===== src/hdl/uart_command_line_assembler_macros.svh =====
// Assertion helpers shared by the line assembler.
`ifndef UART_COMMAND_LINE_ASSEMBLER_MACROS_SVH
`define UART_COMMAND_LINE_ASSEMBLER_MACROS_SVH

// Same-cycle implication, checked out of reset.
`define UCLA_ASSERT_IMPL(label, ante, cons) \
  label: assert property (@(posedge clk_i) disable iff (!rst_ni) (ante) |-> (cons)) \
    else $error("line assembler check failed");

// Next-cycle implication, checked out of reset.
`define UCLA_ASSERT_NEXT(label, ante, cons) \
  label: assert property (@(posedge clk_i) disable iff (!rst_ni) (ante) |=> (cons)) \
    else $error("line assembler check failed");

`endif


===== src/hdl/ucla_pkg.sv =====
package ucla_pkg;

  localparam int LINE_MAX_DEF = 96;
  localparam int LEN_W        = 7;
  localparam int BYTE_W       = 8;
  localparam int IDX_W        = 7;

  localparam logic [BYTE_W-1:0] CH_CR  = 8'h0D;
  localparam logic [BYTE_W-1:0] CH_LF  = 8'h0A;
  localparam logic [BYTE_W-1:0] CH_NUL = 8'h00;

  typedef enum logic [1:0] {
    ACT_BYTE    = 2'd0,
    ACT_IDLE    = 2'd1,
    ACT_READ    = 2'd2,
    ACT_RELEASE = 2'd3
  } act_e;

  // Result fields of one beat, apart from the read data that the store returns.
  typedef struct packed {
    logic             line_ready;
    logic [LEN_W-1:0] line_length;
    logic             line_closed;
    logic             rd_en;
  } res_t;

endpackage


===== src/hdl/ucla_ram.sv =====
module ucla_ram #(
  parameter int WIDTH = 8,
  parameter int DEPTH = 95,
  parameter int AW    = 7
) (
  input  logic             clk_i,
  input  logic             we_i,
  input  logic [AW-1:0]    waddr_i,
  input  logic [WIDTH-1:0] wdata_i,
  input  logic             re_i,
  input  logic [AW-1:0]    raddr_i,
  output logic [WIDTH-1:0] rdata_o
);

  logic [WIDTH-1:0] mem_q [DEPTH];
  logic [WIDTH-1:0] rdata_q;

  always_ff @(posedge clk_i) begin
    if (we_i) begin
      mem_q[waddr_i] <= wdata_i;
    end
    if (re_i) begin
      rdata_q <= mem_q[raddr_i];
    end
  end

  assign rdata_o = rdata_q;

endmodule


===== src/hdl/ucla_ctrl.sv =====
module ucla_ctrl #(
  parameter int LINE_MAX = ucla_pkg::LINE_MAX_DEF,
  parameter int AW       = 7
) (
  input  logic                        clk_i,
  input  logic                        rst_ni,
  input  logic                        fire_i,
  input  ucla_pkg::act_e              action_i,
  input  logic [ucla_pkg::BYTE_W-1:0] rx_byte_i,
  input  logic [ucla_pkg::IDX_W-1:0]  read_index_i,
  output logic                        we_o,
  output logic [AW-1:0]               waddr_o,
  output logic [ucla_pkg::BYTE_W-1:0] wdata_o,
  output logic [AW-1:0]               raddr_o,
  output ucla_pkg::res_t              res_o
);

  localparam logic [ucla_pkg::LEN_W-1:0] FillLast = ucla_pkg::LEN_W'(LINE_MAX - 1);

  logic [ucla_pkg::LEN_W-1:0] fill_q, fill_d;
  logic [ucla_pkg::LEN_W-1:0] done_q, done_d;
  logic                       ready_q, ready_d;
  logic                       close_ok;
  logic                       closed;
  logic                       rd_en;
  logic                       wr;

  always_ff @(posedge clk_i or negedge rst_ni) begin
    if (!rst_ni) begin
      fill_q  <= '0;
      done_q  <= '0;
      ready_q <= 1'b0;
    end else if (fire_i) begin
      fill_q  <= fill_d;
      done_q  <= done_d;
      ready_q <= ready_d;
    end
  end

  assign close_ok = (fill_q != '0) && !ready_q;

  always_comb begin
    fill_d  = fill_q;
    done_d  = done_q;
    ready_d = ready_q;
    closed  = 1'b0;
    rd_en   = 1'b0;
    wr      = 1'b0;
    case (action_i)
      ucla_pkg::ACT_BYTE: begin
        if (rx_byte_i == ucla_pkg::CH_LF) begin
          // A newline restarts the fill even when it cannot close a line.
          fill_d = '0;
          if (close_ok) begin
            closed  = 1'b1;
            ready_d = 1'b1;
            done_d  = fill_q;
          end
        end else if (rx_byte_i != ucla_pkg::CH_CR && rx_byte_i != ucla_pkg::CH_NUL
                     && !ready_q) begin
          if (fill_q < FillLast) begin
            wr     = 1'b1;
            fill_d = fill_q + 1'b1;
          end else begin
            // Overlong line: throw it away and start over.
            fill_d = '0;
          end
        end
      end
      ucla_pkg::ACT_IDLE: begin
        if (close_ok) begin
          closed  = 1'b1;
          ready_d = 1'b1;
          done_d  = fill_q;
          fill_d  = '0;
        end
      end
      ucla_pkg::ACT_READ: begin
        rd_en = ready_q && (read_index_i < done_q);
      end
      ucla_pkg::ACT_RELEASE: begin
        ready_d = 1'b0;
        done_d  = '0;
      end
      default: begin
        fill_d = fill_q;
      end
    endcase
  end

  assign we_o    = fire_i && wr;
  assign waddr_o = fill_q[AW-1:0];
  assign wdata_o = rx_byte_i;
  assign raddr_o = read_index_i[AW-1:0];

  assign res_o.line_ready  = ready_d;
  assign res_o.line_length = ready_d ? done_d : '0;
  assign res_o.line_closed = closed;
  assign res_o.rd_en       = rd_en;

endmodule


===== src/hdl/uart_command_line_assembler.sv =====
// Flow: an accepted beat moves from the input register to the result register.
// Throughput: one beat per cycle while the result side is not stalled; the input
// register and the result register each advance whenever the side behind them
// is free, and the store is one RAM.
// Reset: asynchronous, active low; clears the fill count, the ready flag, the
// latched length and both valid flags. Line store contents stay undefined.
`include "uart_command_line_assembler_macros.svh"

module uart_command_line_assembler #(
  parameter int LINE_MAX = ucla_pkg::LINE_MAX_DEF
) (
  input  logic                        clk_i,
  input  logic                        rst_ni,
  input  logic                        in_valid_i,
  output logic                        in_stall_o,
  input  logic [1:0]                  action_i,
  input  logic [ucla_pkg::BYTE_W-1:0] rx_byte_i,
  input  logic [ucla_pkg::IDX_W-1:0]  read_index_i,
  output logic                        out_valid_o,
  input  logic                        out_stall_i,
  output logic                        line_ready_o,
  output logic [ucla_pkg::LEN_W-1:0]  line_length_o,
  output logic [ucla_pkg::BYTE_W-1:0] read_data_o,
  output logic                        line_closed_o
);

  localparam int StoreDepth = LINE_MAX - 1;
  localparam int AddrW      = (StoreDepth > 1) ? $clog2(StoreDepth) : 1;

  logic                        in_valid_q;
  ucla_pkg::act_e              action_q;
  logic [ucla_pkg::BYTE_W-1:0] rx_byte_q;
  logic [ucla_pkg::IDX_W-1:0]  read_index_q;
  logic                        out_valid_q;
  ucla_pkg::res_t              res_q, res_d;
  logic                        out_free;
  logic                        fire;
  logic                        in_take;
  logic                        we;
  logic [AddrW-1:0]            waddr;
  logic [AddrW-1:0]            raddr;
  logic [ucla_pkg::BYTE_W-1:0] wdata;
  logic [ucla_pkg::BYTE_W-1:0] rdata;

  assign out_free   = !out_valid_q || !out_stall_i;
  assign fire       = in_valid_q && out_free;
  assign in_stall_o = in_valid_q && !out_free;
  assign in_take    = in_valid_i && !in_stall_o;

  always_ff @(posedge clk_i or negedge rst_ni) begin
    if (!rst_ni) begin
      in_valid_q  <= 1'b0;
      out_valid_q <= 1'b0;
    end else begin
      if (in_take || fire) begin
        in_valid_q <= in_take;
      end
      if (out_free) begin
        out_valid_q <= fire;
      end
    end
  end

  always_ff @(posedge clk_i) begin
    if (in_take) begin
      action_q     <= ucla_pkg::act_e'(action_i);
      rx_byte_q    <= rx_byte_i;
      read_index_q <= read_index_i;
    end
    if (fire) begin
      res_q <= res_d;
    end
  end

  ucla_ctrl #(
    .LINE_MAX (LINE_MAX),
    .AW       (AddrW)
  ) u_ctrl (
    .clk_i        (clk_i),
    .rst_ni       (rst_ni),
    .fire_i       (fire),
    .action_i     (action_q),
    .rx_byte_i    (rx_byte_q),
    .read_index_i (read_index_q),
    .we_o         (we),
    .waddr_o      (waddr),
    .wdata_o      (wdata),
    .raddr_o      (raddr),
    .res_o        (res_d)
  );

  // The read register only loads on a read beat, so it holds while the result stalls.
  ucla_ram #(
    .WIDTH (ucla_pkg::BYTE_W),
    .DEPTH (StoreDepth),
    .AW    (AddrW)
  ) u_store (
    .clk_i   (clk_i),
    .we_i    (we),
    .waddr_i (waddr),
    .wdata_i (wdata),
    .re_i    (fire && res_d.rd_en),
    .raddr_i (raddr),
    .rdata_o (rdata)
  );

  assign out_valid_o   = out_valid_q;
  assign line_ready_o  = res_q.line_ready;
  assign line_length_o = res_q.line_length;
  assign line_closed_o = res_q.line_closed;
  assign read_data_o   = res_q.rd_en ? rdata : '0;

  `UCLA_ASSERT_IMPL(a_len_zero_idle, out_valid_o && !line_ready_o, line_length_o == '0)
  `UCLA_ASSERT_IMPL(a_closed_ready, out_valid_o && line_closed_o, line_ready_o)
  `UCLA_ASSERT_IMPL(a_data_needs_line, out_valid_o && (read_data_o != '0), line_ready_o)
  `UCLA_ASSERT_NEXT(a_out_held, out_valid_o && out_stall_i, out_valid_o)

endmodule

===== config.mk =====
export PLATFORM = sky130hd
export DESIGN_NAME = uart_command_line_assembler
export DESIGN_NICKNAME = d
export VERILOG_FILES = /design/src/hdl/ucla_pkg.sv /design/src/hdl/ucla_ram.sv /design/src/hdl/ucla_ctrl.sv /design/src/hdl/uart_command_line_assembler.sv
export VERILOG_INCLUDE_DIRS = /design/src /design/src/hdl
export SDC_FILE = /design/constraint.sdc
export NUM_CORES = 1
export LEC_CHECK = 0
export ABC_AREA = 0
export BUFFER_PORTS_ARGS = -buffer_cell sky130_fd_sc_hd__buf_4
export CAP_MARGIN = 20
export CORE_MARGIN = 2
export CORE_UTILIZATION = 35
export DETAILED_ROUTE_END_ITERATION = 10
export PLACE_DENSITY = 0.47
export SYNTH_ARGS = -nofsm -noshare
export SYNTH_HDL_FRONTEND = slang
export SYNTH_SLANG_ARGS = --single-unit
export TNS_END_PERCENT = 100

===== constraint.sdc =====
create_clock -name clk_i -period 8.9 [get_ports clk_i]
set_clock_uncertainty 0.1 [all_clocks]
set_input_delay 1.78 -clock clk_i [delete_from_list [all_inputs] [get_ports clk_i]]
set_output_delay 1.78 -clock clk_i [all_outputs]
set_load 0.01 [all_outputs]

* Word level (Yosys, flattened, before mapping)
Memory sizes are Yosys's and may differ from the RTL's. A register that Yosys moved wholly into a read port is not among the register bits.
Cells that the tools add are included.
** Storage, ports and cells
- Register bits after elaboration :: 44
- Bits in writable memories :: 760
- Input bits :: 21
- Output and inout port bits :: 19
- Word-level logic and storage cells :: 66
- Memories :: 1
** Memory list
- u_store.mem_q :: words 95, width 8, read ports 1, clocked after Yosys merged registers in 1, write ports 1, line ucla_ram.sv:15 : logic [WIDTH-1:0] mem_q [DEPTH];
** Operators by class
- $add $sub $neg :: 1
- Magnitude comparators :: 2
- Equality and inequality tests :: 7
- Mux-type cells :: 22
- Reductions and logical operators :: 21
** Operator list (number)
- 7-bit 2-to-1 mux :: 6
- 7-bit one-hot mux with 3 select lines :: 1
- 7-bit one-hot mux with 2 select lines :: 1
- 1-bit 2-to-1 mux :: 11
- 1-bit logical AND :: 9
- 8-bit by 4-bit equality test with 1-bit output, second input constant :: 1
- 8-bit 2-to-1 mux :: 1
- 8-bit by 4-bit != test with 1-bit output, second input constant :: 1
- 8-bit nonzero test :: 1
- 7-bit by 1-bit adder with 7-bit output, second input constant :: 1
- 7-bit < comparator :: 1
- 7-bit < comparator, second input constant :: 1
- 7-bit nonzero test :: 1
- 1-bit logical NOT :: 5
- 2-bit equality test, second input constant :: 2
- 4-bit AND reduction :: 1
- 3-bit by 1-bit != test with 1-bit output, second input constant :: 1
- 1-bit one-hot mux with 3 select lines :: 1
- 2-bit by 1-bit equality test with 1-bit output, second input constant :: 1
- 2-bit logical NOT :: 1
- 1-bit logical OR :: 2
- 2-bit by 1-bit != test with 1-bit output, second input constant :: 1
- 1-bit one-hot mux with 2 select lines :: 1
- 2-bit nonzero test :: 1

* Longest topological paths before layout
- Word-level depth :: 9
- Mapped depth :: 11
- Mapped depth without buffers :: 8

* By module
A second synthesis with hierarchy kept.
** Second synthesis, totals
- Cells, all modules :: 1596
- Area total of the unflattened synthesis :: 32080.8 µm²
** By module, submodules not included
- ucla_ram :: times used 1, cells an instance 1392, area an instance 29753.5 µm², sequential area each 23062.1 µm²
- ucla_ctrl :: times used 1, cells an instance 152, area an instance 1313.8 µm², sequential area each 375.4 µm²
- uart_command_line_assembler :: times used 1, cells an instance 52, area an instance 1013.5 µm², sequential area each 860.8 µm²

* Least setup slack after synthesis
Ideal clock, no wire load.
- Path kind :: input to register
- Start :: input out_stall_i
- End :: memory u_store.mem_q[27][0] (enable)
- Library setup time :: 0.370 ns
- Arrival time :: 3.774 ns
- Required time :: 8.430 ns
- Slack :: 4.655 ns
- Stages on the path :: 7
- Buffers on the path :: 1
- Path through :: a21bo_2 > a2111o_1 > a2111oi_4 > and2b_1 > nand3_2 > buf_6 > nor2_1
** Between the ends
- Cells in the longest elaborated chain, start to end :: 6
** Ends and longest elaborated chain
- from (decl) :: line uart_command_line_assembler.sv:20 : input logic out_stall_i,
- 1-bit logical NOT :: line uart_command_line_assembler.sv:45 : assign out_free = !out_valid_q || !out_stall_i;
- 1-bit logical OR :: line uart_command_line_assembler.sv:45
- 1-bit logical AND :: line uart_command_line_assembler.sv:46 : assign fire = in_valid_q && out_free;
- 1-bit logical AND :: line ucla_ctrl.sv:91 : assign we_o = fire_i && wr;
- 1-bit 2-to-1 mux :: line ucla_ram.sv:19 : if (we_i) begin
- 1-bit 2-to-1 mux (implied by the code) :: line ucla_ram.sv:20 : mem_q[waddr_i] <= wdata_i;
- to (decl) :: line ucla_ram.sv:15
No other way between the ends.

* Worst setup path after layout
- Start :: input out_stall_i
- End :: memory u_store.mem_q[75][0] (enable)
Same word-level chain as after synthesis.

==> flow_summary.json <==
{
  "areaGrowthSynthToFinish_pct": 13.4,
  "min_period_over_period": 0.535,
  "first_pass_iters": 7,
  "cts-resized-gates": 0,
  "num_antenna_cells": 0,
  "drive_above_1_share": 0.219,
  "htreeDepth": 3,
  "avgSynthCellArea_sq_um": 20.1,
  "r2r_slack_ps": 4490,
  "yosys_register_bits": 812,
  "cts-buffers-inserted": 85,
  "fin_crit_ps": 4760,
  "hp-class": "reg -> reg",
  "yosys_most_used_dff": "edfxtp_1",
  "place_ws_ps": 3450,
  "power.density_nw_per_um2": 227,
  "die_area_sq_um": 93200,
  "drc_errors": 0,
  "timing.rr.end": "u_store.mem_q[75][0]",
  "antenna_found_initial": 1,
  "tightest_slew_ps": 953,
  "syn_inst": 1584,
  "port_buffers": 39,
  "cts.sinks": 812,
  "vias": 15600,
  "seq_area_frac_synth": 0.765,
  "synth-simple-area-share": 0.0388,
  "synthXorXnorAreaFrac": 0,
  "yosys-top-cells-count": "edfxtp_1, mux4_2, nor2_1",
  "grt_overflow": 0,
  "required_ps": 9050,
  "fp-row-count": 110,
  "die_height_microns": 305,
  "slew_violations": 0,
  "synth_compound_area_frac": 0.0301,
  "cp.arrival_ps": 4910,
  "power.leakage_nw": 11.3,
  "synth_top_family_by_area": "multiplexers",
  "nets": 1686,
  "syn-cell-area_sq_um": 31800,
  "clock_latency_ps": 630,
  "yosysTopAreaCellShare": 0.751,
  "critPathLaunchType": "input pin",
  "ir_worst_vdd_v": 0.000137,
  "fin_util": 0.401,
  "grt_usage": 0.180,
  "cts.hold.buffers_added": 0,
  "slew_headroom": 0.364,
  "coreArea_sq_um": 90000,
  "ys_warn_count": 0,
  "cp-endpoint": "u_store.mem_q[75][0]",
  "grt_pass1_wl_microns": 121000,
  "synthMuxAreaShare": 0.147,
  "cts.clk_slew.worst_paths_ps": 60,
  "start_util": 0.353,
  "holdWs_ps": 377,
  "via_per_inst": 5.39,
  "hold_violations": 0,
  "grt_max_degree": 116,
  "grt_pass1_vias": 16200,
  "synth_edf_count": 795,
  "wl_per_cell_microns": 28.8,
  "path_class": "in -> reg",
  "ant_nets": 0,
  "place_hpwl_microns": 50500,
  "cts_root_buf": "clkbuf_16",
  "cts_buffer_depth": 3,
  "synthAdderAreaFrac": 0.00315,
  "r2r_start": "rx_byte_q[0]",
  "rsz0062_at_grt": "no",
  "cts_tree": "built",
  "status": "finished clean",
  "reg2regPathDepth": 7,
  "finalPower_w": 0.00819,
  "setup_slack_ps": 4140,
  "worstSetupStartpoint": "out_stall_i",
  "worstSetupEndpointType": "register",
  "synth_area_leaders": "edfxtp_1, mux4_2, mux2i_1, nor2_1, dfrtp_1",
  "async_reset_ff_frac": 0.0209,
  "finalSetupViolCount": 0,
  "fin_setup_tns_ps": 0,
  "mappedNetlistNets": 1613,
  "yosysMostFrequentCell": "edfxtp_1",
  "die_x_microns": 305,
  "yosysUniqueCellTypes": 54,
  "pin_count": 40,
  "wl_microns": 83500,
  "cts_setup_buffers": 0,
  "cp_max_fo": 12,
  "drv_cap": 0,
  "drt_iter0_drc": 1767,
  "gp_congestion": 0.810,
  "fmax_mhz": 210,
  "yosysTopAreaCell": "edfxtp_1"
}
## layout make-up
| type | instances | area (sq um) |
|---|---|---|
| multi-input cells | 663 | 6960 |
| well taps | 1176 | 1470 |
| clock buffers | 108 | 2230 |
| fillers | 8026 | 54000 |
| flip-flops and latches | 812 | 24300 |
| inverters | 20 | 75.1 |
| repair buffers | 75 | 616 |
| clock inverters | 48 | 392 |
## sequential cells by signal (all words and copies together) (netlist names), 2 cells and up
signal	flops
u_ctrl.done_q	7
action_q	2
read_index_q	7
line_length_o	7
u_ctrl.waddr_o	7
u_store.mem_q	760
u_store.rdata_o	8
rx_byte_q	8
## layout by cell type (no fill, tap or decap), types with 8 or more instances in the layout
| cell | Yosys | final |
|---|---|---|
| buf_4 | 16 | 70 |
| clkinv_2 | 0 | 10 |
| nand4_1 | 8 | 8 |
| a22oi_1 | 13 | 13 |
| o22ai_1 | 9 | 9 |
| edfxtp_1 | 795 | 795 |
| inv_1 | 19 | 19 |
| ha_1 | 8 | 8 |
| nand2_1 | 70 | 70 |
| a21oi_1 | 30 | 30 |
| mux4_2 | 185 | 185 |
| nor2b_1 | 9 | 9 |
| nor2_1 | 128 | 128 |
| clkinv_1 | 0 | 25 |
| a221oi_1 | 9 | 9 |
| nand3_1 | 33 | 33 |
| a22o_1 | 9 | 9 |
| clkbuf_16 | 0 | 86 |
| and2_1 | 12 | 12 |
| o21ai_0 | 25 | 25 |
| clkbuf_1 | 27 | 22 |
| mux2i_1 | 49 | 49 |
| dfrtp_1 | 17 | 17 |
## metrics by stage
step | cells | instance area [sq um]
2_1_floorplan | 1584 | 31800
3_3_place_gp | 2745 | 33400
3_5_place_dp | 2746 | 33400
4_1_cts | 2902 | 36000
5_1_grt | 2902 | 36000
6_report | 2902 | 36000
## worst min-delay path by stage
stage	depth (start not counted)	endpoint	slack, ps	from
3_5_place_dp	1	out_valid_o	370	in_valid_q
2_1_floorplan	1	out_valid_o	340	in_valid_q
6_report	1	out_valid_o	380	in_valid_q
5_1_grt	1	out_valid_o	420	in_valid_q
4_1_cts	1	out_valid_o	380	in_valid_q
3_3_place_gp	1	out_valid_o	360	in_valid_q
## logic make-up (layout without fill, tap and decap cells)
kind of cell / Yosys count / after routing
AO/OA/AOI/OAI: 139 / 139
multiplexers: 235 / 235
AND/OR/NAND/NOR: 281 / 281
adder cells (fa/ha/maj): 8 / 8
flip-flops: 812 / 812
buffers and inverters: 109 / 251
## routing by layer
layer	GRT usage	routed length (microns)	share of wire
met1	0.276	39200	0.47
met2	0.269	38000	0.46
met3	0.0267	4490	0.054
met4	0.0472	1730	0.021
met5	0	0	0
## report_power, final
group / leakage (nW) / total, W / switching, W / internal [W]
registers: 7.39 / 0.00429 / 0.0000432 / 0.00424
logic: 2.60 / 0.000511 / 0.000335 / 0.000176
clock network: 1.28 / 0.00340 / 0.00145 / 0.00195
## critical path, stage by stage
cell       delay (ps)
buf_4             120
a21bo_2           270
a2111o_1          440
a2111oi_4         570
and2b_1           270
nand3_2           630
nor2_1            820
Power figures use the tool's default switching activity.
